**src/hdl/key_debounce_command_decoder_top_assert.svh**
```systemverilog
`ifndef KEY_DEBOUNCE_COMMAND_DECODER_TOP_ASSERT_SVH
`define KEY_DEBOUNCE_COMMAND_DECODER_TOP_ASSERT_SVH

// Assertion helpers; expect clk and rst in scope.

`define KDCD_ASSERT_NOW(label, ante, cons, msg) \
  label: assert property (@(posedge clk) disable iff (rst) (ante) |-> (cons)) else $error(msg);

`define KDCD_ASSERT_NEXT(label, ante, cons, msg) \
  label: assert property (@(posedge clk) disable iff (rst) (ante) |=> (cons)) else $error(msg);

`endif

```
**src/hdl/kdcd_pkg.sv**
```systemverilog
package kdcd_pkg;

  typedef logic [1:0] code_t;
  typedef logic [1:0] cmd_t;

  localparam code_t CODE_NONE  = 2'd0;
  localparam code_t CODE_START = 2'd1;
  localparam code_t CODE_STOP  = 2'd2;
  localparam code_t CODE_CLEAR = 2'd3;

  localparam cmd_t CMD_NONE = 2'd0;
  localparam cmd_t CMD_RUN  = 2'd1;
  localparam cmd_t CMD_HALT = 2'd2;

  localparam logic [7:0] DEBOUNCE_RESET = 8'd3;
  localparam logic [3:0] RUN_FULL       = 4'd15;

  typedef struct packed {
    logic  fire;
    code_t code;
  } key_status_t;

  typedef struct packed {
    logic safe_prev;
    logic safe_next;
  } safety_status_t;

  // key two is active low; only a single pressed key yields a code
  function automatic code_t key_code(input logic k1, input logic k2, input logic k3);
    logic [2:0] pat;
    pat = {k3, ~k2, k1};
    unique case (pat)
      3'b001:  key_code = CODE_START;
      3'b010:  key_code = CODE_STOP;
      3'b100:  key_code = CODE_CLEAR;
      default: key_code = CODE_NONE;
    endcase
  endfunction

endpackage

```
**src/hdl/kdcd_channels.sv**
```systemverilog
interface kdcd_key_if;
  logic valid;
  logic ready;
  logic key_one_pin;
  logic key_two_pin;
  logic key_three_pin;
  logic safety_pin;

  modport source (output valid, key_one_pin, key_two_pin, key_three_pin, safety_pin,
                  input ready);
  modport sink (input valid, key_one_pin, key_two_pin, key_three_pin, safety_pin,
                output ready);
endinterface

interface kdcd_result_if;
  logic            valid;
  logic            ready;
  kdcd_pkg::cmd_t  command;
  logic            beep_request;
  logic            clear_request;
  logic            safety_alarm;
  logic            safe_state;

  modport source (output valid, command, beep_request, clear_request, safety_alarm,
                  safe_state, input ready);
  modport sink (input valid, command, beep_request, clear_request, safety_alarm,
                safe_state, output ready);
endinterface

```
**src/hdl/kdcd_key_debounce.sv**
```systemverilog
module kdcd_key_debounce (
  input  logic                  clk,
  input  logic                  rst,
  input  logic                  step,
  input  logic                  key_one_pin,
  input  logic                  key_two_pin,
  input  logic                  key_three_pin,
  input  logic [7:0]            debounce_count,
  output kdcd_pkg::key_status_t status
);

  kdcd_pkg::code_t previous_code, previous_code_next, code;
  logic [7:0]      hold_count, hold_count_next;
  logic            press_fired, press_fired_next;
  logic            fire;

  always_comb begin
    code               = kdcd_pkg::key_code(key_one_pin, key_two_pin, key_three_pin);
    fire               = 1'b0;
    hold_count_next    = hold_count;
    press_fired_next   = press_fired;
    previous_code_next = code;
    if (code != kdcd_pkg::CODE_NONE && code == previous_code) begin
      if (!press_fired) begin
        if (hold_count < debounce_count) begin
          hold_count_next = hold_count + 8'd1;
        end else begin
          fire             = 1'b1;
          hold_count_next  = 8'd0;
          press_fired_next = 1'b1;
        end
      end
    end else begin
      hold_count_next  = 8'd0;
      press_fired_next = 1'b0;
    end
  end

  always_ff @(posedge clk) begin
    if (rst) begin
      previous_code <= kdcd_pkg::CODE_NONE;
      hold_count    <= 8'd0;
      press_fired   <= 1'b0;
    end else if (step) begin
      previous_code <= previous_code_next;
      hold_count    <= hold_count_next;
      press_fired   <= press_fired_next;
    end
  end

  assign status.fire = fire;
  assign status.code = code;

endmodule

```
**src/hdl/kdcd_safety_filter.sv**
```systemverilog
module kdcd_safety_filter (
  input  logic                     clk,
  input  logic                     rst,
  input  logic                     step,
  input  logic                     safety_pin,
  output kdcd_pkg::safety_status_t status
);

  logic       safety_sample, safety_sample_next;
  logic [3:0] safety_run, safety_run_next;
  logic       safe_latched, safe_latched_next;
  logic       level;

  always_comb begin
    level              = ~safety_pin;
    safety_sample_next = safety_sample;
    safety_run_next    = safety_run;
    safe_latched_next  = safe_latched;
    if (level == safety_sample) begin
      if (safety_run == kdcd_pkg::RUN_FULL) begin
        safe_latched_next = safety_sample;
      end else begin
        safety_run_next = safety_run + 4'd1;
      end
    end else begin
      safety_sample_next = level;
      safety_run_next    = 4'd0;
    end
  end

  always_ff @(posedge clk) begin
    if (rst) begin
      safety_sample <= 1'b0;
      safety_run    <= 4'd0;
      safe_latched  <= 1'b0;
    end else if (step) begin
      safety_sample <= safety_sample_next;
      safety_run    <= safety_run_next;
      safe_latched  <= safe_latched_next;
    end
  end

  assign status.safe_prev = safe_latched;
  assign status.safe_next = safe_latched_next;

endmodule

```
**src/hdl/key_debounce_command_decoder_top.sv**
```systemverilog
// Key debouncer and command decoder, one scan tick per transfer.
// Each tick passes the input register, then the result register, on its way to a result transfer.
// Throughput: one transfer per cycle; a stalled result holds off input once the input
// register also holds a tick.
// Reset (rst, synchronous): pipeline empty, debounce_count = 3, debounce and
// safety filter state cleared, safe state latched as not safe.
`include "key_debounce_command_decoder_top_assert.svh"

module key_debounce_command_decoder_top (
  input  logic       clk,
  input  logic       rst,
  input  logic       cfg_we,
  input  logic [7:0] cfg_data,
  kdcd_key_if.sink      keys,
  kdcd_result_if.source result
);

  logic       in_valid;
  logic       k1, k2, k3, sp;
  logic       out_valid;
  logic       advance;
  logic [7:0] debounce_count;

  kdcd_pkg::key_status_t    key_st;
  kdcd_pkg::safety_status_t safe_st;

  kdcd_pkg::cmd_t command, command_next;
  logic           beep, beep_next;
  logic           clr, clr_next;
  logic           alarm, alarm_next;
  logic           safe, safe_next;

  assign advance    = in_valid && (!out_valid || result.ready);
  assign keys.ready = !in_valid || !out_valid || result.ready;

  always_ff @(posedge clk) begin
    if (rst) begin
      debounce_count <= kdcd_pkg::DEBOUNCE_RESET;
    end else if (cfg_we) begin
      debounce_count <= cfg_data;
    end
  end

  always_ff @(posedge clk) begin
    if (rst) begin
      in_valid <= 1'b0;
    end else if (keys.valid && keys.ready) begin
      in_valid <= 1'b1;
    end else if (advance) begin
      in_valid <= 1'b0;
    end
  end

  always_ff @(posedge clk) begin
    if (keys.valid && keys.ready) begin
      k1 <= keys.key_one_pin;
      k2 <= keys.key_two_pin;
      k3 <= keys.key_three_pin;
      sp <= keys.safety_pin;
    end
  end

  kdcd_key_debounce u_key (
    .clk            (clk),
    .rst            (rst),
    .step           (advance),
    .key_one_pin    (k1),
    .key_two_pin    (k2),
    .key_three_pin  (k3),
    .debounce_count (debounce_count),
    .status         (key_st)
  );

  kdcd_safety_filter u_safety (
    .clk        (clk),
    .rst        (rst),
    .step       (advance),
    .safety_pin (sp),
    .status     (safe_st)
  );

  always_comb begin
    command_next = kdcd_pkg::CMD_NONE;
    beep_next    = 1'b0;
    clr_next     = 1'b0;
    alarm_next   = 1'b0;
    safe_next    = safe_st.safe_next;
    if (key_st.fire) begin
      unique case (key_st.code)
        kdcd_pkg::CODE_START: begin
          if (safe_st.safe_prev) begin
            command_next = kdcd_pkg::CMD_RUN;
            beep_next    = 1'b1;
          end else begin
            alarm_next = 1'b1;
          end
        end
        kdcd_pkg::CODE_STOP: begin
          command_next = kdcd_pkg::CMD_HALT;
          beep_next    = 1'b1;
        end
        kdcd_pkg::CODE_CLEAR: clr_next = 1'b1;
        default: ;
      endcase
    end
  end

  always_ff @(posedge clk) begin
    if (rst) begin
      out_valid <= 1'b0;
    end else if (advance) begin
      out_valid <= 1'b1;
    end else if (result.ready) begin
      out_valid <= 1'b0;
    end
  end

  always_ff @(posedge clk) begin
    if (advance) begin
      command <= command_next;
      beep    <= beep_next;
      clr     <= clr_next;
      alarm   <= alarm_next;
      safe    <= safe_next;
    end
  end

  assign result.valid         = out_valid;
  assign result.command       = command;
  assign result.beep_request  = beep;
  assign result.clear_request = clr;
  assign result.safety_alarm  = alarm;
  assign result.safe_state    = safe;

  `KDCD_ASSERT_NOW(a_cmd_beeps, out_valid && command != kdcd_pkg::CMD_NONE, beep, "no beep")
  `KDCD_ASSERT_NOW(a_one_action, out_valid, $onehot0({beep, clr, alarm}), "more than one action")
  `KDCD_ASSERT_NEXT(a_hold_stalled, in_valid && !advance, in_valid, "pending tick dropped")
  `KDCD_ASSERT_NOW(a_fire_has_code, key_st.fire, key_st.code != kdcd_pkg::CODE_NONE, "fire on no key")

endmodule

```
**src/flat_wrapper.sv**
```systemverilog
// flat-port wrapper written by rule: the top's interface ports become plain ports
module key_debounce_command_decoder_top_flat 
  (clk, rst, cfg_we, cfg_data, keys_valid, keys_key_one_pin, keys_key_two_pin, keys_key_three_pin, keys_safety_pin, keys_ready, result_valid, result_command, result_beep_request, result_clear_request, result_safety_alarm, result_safe_state, result_ready);
  kdcd_key_if keys_i ();
  kdcd_result_if result_i ();
  input  logic clk;
  input  logic rst;
  input  logic cfg_we;
  input  logic [7:0] cfg_data;
  input wire logic [$bits(keys_i.valid)-1:0] keys_valid;
  input wire logic [$bits(keys_i.key_one_pin)-1:0] keys_key_one_pin;
  input wire logic [$bits(keys_i.key_two_pin)-1:0] keys_key_two_pin;
  input wire logic [$bits(keys_i.key_three_pin)-1:0] keys_key_three_pin;
  input wire logic [$bits(keys_i.safety_pin)-1:0] keys_safety_pin;
  output wire logic [$bits(keys_i.ready)-1:0] keys_ready;
  output wire logic [$bits(result_i.valid)-1:0] result_valid;
  output wire logic [$bits(result_i.command)-1:0] result_command;
  output wire logic [$bits(result_i.beep_request)-1:0] result_beep_request;
  output wire logic [$bits(result_i.clear_request)-1:0] result_clear_request;
  output wire logic [$bits(result_i.safety_alarm)-1:0] result_safety_alarm;
  output wire logic [$bits(result_i.safe_state)-1:0] result_safe_state;
  input wire logic [$bits(result_i.ready)-1:0] result_ready;
  assign keys_i.valid = keys_valid;
  assign keys_i.key_one_pin = keys_key_one_pin;
  assign keys_i.key_two_pin = keys_key_two_pin;
  assign keys_i.key_three_pin = keys_key_three_pin;
  assign keys_i.safety_pin = keys_safety_pin;
  assign keys_ready = keys_i.ready;
  assign result_valid = result_i.valid;
  assign result_command = result_i.command;
  assign result_beep_request = result_i.beep_request;
  assign result_clear_request = result_i.clear_request;
  assign result_safety_alarm = result_i.safety_alarm;
  assign result_safe_state = result_i.safe_state;
  assign result_i.ready = result_ready;
  key_debounce_command_decoder_top u_core (.clk(clk), .rst(rst), .cfg_we(cfg_we), .cfg_data(cfg_data), .keys(keys_i), .result(result_i));
endmodule
```
**config.mk**
```make
export PLATFORM = sky130hd
export DESIGN_NAME = key_debounce_command_decoder_top_flat
export DESIGN_NICKNAME = d
export VERILOG_FILES = /design/src/hdl/kdcd_pkg.sv /design/src/hdl/kdcd_channels.sv /design/src/hdl/kdcd_key_debounce.sv /design/src/hdl/kdcd_safety_filter.sv /design/src/hdl/key_debounce_command_decoder_top.sv /design/src/flat_wrapper.sv
export VERILOG_INCLUDE_DIRS = /design/src /design/src/hdl
export SDC_FILE = /design/constraint.sdc
export NUM_CORES = 1
export LEC_CHECK = 0
export ABC_AREA = 1
export BUFFER_PORTS_ARGS = -buffer_cell sky130_fd_sc_hd__buf_2
export CAP_MARGIN = 0
export CORE_ASPECT_RATIO = 2
export CORE_MARGIN = 2
export CORE_UTILIZATION = 45
export DETAILED_ROUTE_END_ITERATION = 10
export PLACE_DENSITY = 0.63
export SLEW_MARGIN = 25
export SYNTH_ARGS = -nofsm -noshare
export SYNTH_HDL_FRONTEND = slang
export SYNTH_SLANG_ARGS = --single-unit
```
**constraint.sdc**
```tcl
create_clock -name clk -period 2.3 [get_ports clk]
set_input_delay 0.345 -clock clk [delete_from_list [all_inputs] [get_ports clk]]
set_output_delay 0.345 -clock clk [all_outputs]
set_load 0.01 [all_outputs]
```
==> out/qor.txt <==
die outline width: 50.9 um
area delta synth->final: 14.4%
RSZ-0062 raised after global routing: false
Crit Path Max Fanout: 10
classification of the worst setup path: reg -> reg
pin count of the biggest net entering global routing: 16
post-route DRC violation count: 0
cell at the root of the clock tree: sky130_fd_sc_hd__clkbuf_8
Cell Pwr Density: 641 nW/um2
Fin Setup TNS: 0 ns
crit path launch type: register
upper clock frequency limit: 0.538 GHz
worst endpoint data arrival time: 2.04 ns
via count of the first global-routing pass: 1632
quantity of gates resized following cts: 0
floorplan die height: 97.9 um
final cycle utilization of the critical path: 0.808
commonest cells in the synthesized netlist: 56 x sky130_fd_sc_hd__nand2_1, 49 x sky130_fd_sc_hd__inv_1, 27 x sky130_fd_sc_hd__dfxtp_1, 25 x sky130_fd_sc_hd__a21oi_1, 19 x sky130_fd_sc_hd__nor2_1
weighted congestion at the end of routability-driven global placement: 0.797
beginning of the worst register-to-register path: u_core.k3
result of the run: finished clean
post-synthesis cell type with the largest combined area: sky130_fd_sc_hd__dfxtp_1
number of antenna violations at the first check in global routing: 0
Cell Rows: 34
post-synthesis cell type count: 25
core area: 4300 um2
Max Slew Vio Count: 0
Post CTS Setup Buffer Count: 0
mean cell area of the mapped netlist: 7.57 um2
async set-or-reset flop fraction in the synthesized netlist: 0
1st-pass router iterations: 4
final routed wire length divided by cell count: 11.1 um
Final Hold Vio Count: 0
predominant post-synthesis flop cell: sky130_fd_sc_hd__dfxtp_1
drt first-iter violations: 13
standby leakage power: 1.07 nW
total area of sequential cells: 841 um2
Total Routed Length: 3830 um
DP Wirelength: 3070 um
Area contributors post-synth: sky130_fd_sc_hd__dfxtp_1 27%, sky130_fd_sc_hd__edfxtp_1 15%, sky130_fd_sc_hd__nand2_1 11%
Overflow after GRT: 0
share of synthesized area occupied by flip-flops and latches: 0.424
post-CTS clock slew at the launch and capture registers of the worst setup and hold paths: 0.07 ns
number of stages on the worst hold path: 1
clk sink count: 37
depth of the CTS H-tree: 2
total number of vias: 1651
net total in the final layout: 321
Ant. Diodes: 0
total of endpoints with negative setup slack in the final report: 0
worst hold slack: 0.229 ns
Total GRT Usage: 0.173
number of buffers inserted during clock tree synthesis: 5
slew at the pin closest to its max-slew limit: 0.493 ns
fraction of layout cells with a size suffix above 1: 0.168
starting utilization of the core area: 0.462
worst hold path type: in -> reg
final-layout fill cell count: 443
Final Critical Period: 1.86 ns
end of the worst hold path: u_core.k2
EDFF count, synth: 10
pre-CTS setup slack: 0.469 ns
wire length of the first global-routing pass: 6580 um
footprint of the multi-input gates: 931 um2
Slew headroom: 0.671
top cell type's share of synthesized area: 0.273
number of top-level pins: 25
count of nets left with antenna violations after detail routing: 0
Max Cap Viol: 0
worst min-delay path startpoint: keys_key_two_pin
Post-Syn Nets: 292
largest voltage drop on the vdd net: 0.000532 V
final setup margin: 0.442 ns
clock tree from TritonCTS: done
cell area after technology mapping: 1980 um2
worst reg-to-reg setup slack: 0.44 ns
type of element capturing the critical path: register
Crit path required time: 2.48 ns
number of flip-flops and latches in the synthesized netlist: 37
skew final: 0.00813 ns
Hold-fix buffers, CTS: 0
most common cell in the synthesized netlist: sky130_fd_sc_hd__nand2_1
Worst R2R End: u_core.u_key.hold_count[6]
number of instances in the synthesized netlist: 262
number of buffer cells added on primary ports: 24
buffers from clock root to sink, at most: 2
worst-skew pair later-pin latency: 0.29 ns
cell depth of the worst flop-to-flop path: 13
area of the die: 4990 um2
drt via density: 4.77
total of warnings raised by yosys: 0
[area by class of cell]
| class | count | share of cell area |
|---|---|---|
| clock buffer | 7 | 0.0430 |
| tap | 54 | 0.0298 |
| timing repair buffer | 26 | 0.0596 |
| inverter | 50 | 0.0827 |
| clock inverter | 1 | 0.00386 |
| multi-input combinational | 171 | 0.410 |
| sequential | 37 | 0.371 |
[through the flow]
step,power (W),std cells,instance area (um2),util
finish,0.00145,346,2270,0.528
global route,0.00154,346,2270,0.528
CTS,0.00148,346,2270,0.528
detailed placement,0.000958,338,2160,0.503
global placement,0.000954,338,2160,0.503
floorplan,0.000896,262,1980,-
[report_power, final]
group	switching, W	internal [W]
Clock	0.000233	0.000282
Sequential	0.0000209	0.000703
Combinational	0.000138	0.0000783
[registers in the layout, summed over array words and instances, names as in the netlist, 2 cells and up]
name,cells
u_core.debounce_count,8
u_core.result.command,2
u_core.u_key.hold_count,8
u_core.u_key.previous_code,2
u_core.u_safety.safety_run,4
[metal layers]
metal | share of wire | GRT usage | up-vias | routed length [um]
met5 | 0 | 0 | - | 0
met4 | 0.026 | 0.0873 | 0 | 99
met3 | 0.028 | 0.0260 | 8 | 108
met2 | 0.58 | 0.343 | 23 | 2200
met1 | 0.37 | 0.156 | 737 | 1420
li1 | - | - | 883 | -
[worst max-delay path, stage by stage, from the launching register on]
cell and delay [ns]:
sky130_fd_sc_hd__edfxtp_1 0.45, sky130_fd_sc_hd__inv_1 0.12, sky130_fd_sc_hd__nand3_1 0.09, sky130_fd_sc_hd__nand2_2 0.12, sky130_fd_sc_hd__inv_2 0.08, sky130_fd_sc_hd__ha_1 0.20, sky130_fd_sc_hd__inv_1 0.07, sky130_fd_sc_hd__nand2_1 0.06
sky130_fd_sc_hd__nor2_2 0.13, sky130_fd_sc_hd__nand3_2 0.14, sky130_fd_sc_hd__nand2_4 0.14, sky130_fd_sc_hd__nand2_1 0.06, sky130_fd_sc_hd__nand2_1 0.06, sky130_fd_sc_hd__nor2_1 0.04
[cell families (layout without fill, tap and decap cells)]
kind of cell	count (synthesis)	after routing	share of synthesized area
DFF	37	37	0.424
AOI/OAI and AO/OA	41	41	0.108
buffers and inverters	54	84	0.107
adders and majority gates	13	13	0.0820
and+or+nand+nor	113	113	0.262
xor gates and xnor gates	4	4	0.0177
[layout by cell type (no fill, tap or decap)]
master,count
sky130_fd_sc_hd__buf_2,24
sky130_fd_sc_hd__nand3_1,14
sky130_fd_sc_hd__o21ai_0,13
sky130_fd_sc_hd__nor2_2,1
sky130_fd_sc_hd__nand2_2,7
sky130_fd_sc_hd__nand3_2,3
sky130_fd_sc_hd__nand3b_1,1
sky130_fd_sc_hd__edfxtp_1,10
sky130_fd_sc_hd__nor3_1,8
sky130_fd_sc_hd__ha_1,13
sky130_fd_sc_hd__clkbuf_1,1
sky130_fd_sc_hd__nor2_1,19
sky130_fd_sc_hd__dfxtp_1,27
sky130_fd_sc_hd__a21oi_1,25
sky130_fd_sc_hd__a21o_1,1
sky130_fd_sc_hd__clkbuf_8,5
sky130_fd_sc_hd__clkinv_4,1
sky130_fd_sc_hd__nand2_1,56
sky130_fd_sc_hd__nand2_4,1
sky130_fd_sc_hd__clkbuf_16,1
sky130_fd_sc_hd__inv_2,1
sky130_fd_sc_hd__a21oi_2,1
sky130_fd_sc_hd__buf_4,2
sky130_fd_sc_hd__nand4_1,1
sky130_fd_sc_hd__xor2_1,4
sky130_fd_sc_hd__nor2_4,2
sky130_fd_sc_hd__a211oi_1,1
sky130_fd_sc_hd__inv_1,49
[how the worst max path moves through the flow]
stage / startpoint / endpoint / slack, ns / depth (start not counted)
2_1_floorplan: u_core.k3 / u_core.u_key.hold_count[0] / 0.66 / 13
3_3_place_gp: u_core.k3 / u_core.u_key.hold_count[4] / 0.52 / 14
3_5_place_dp: u_core.k3 / u_core.u_key.hold_count[0] / 0.47 / 13
4_1_cts: u_core.k3 / u_core.u_key.hold_count[0] / 0.44 / 13
5_1_grt: u_core.k3 / u_core.u_key.hold_count[3] / 0.24 / 14
6_report: u_core.k3 / u_core.u_key.hold_count[6] / 0.44 / 13
(Power assumes the default switching activity.)
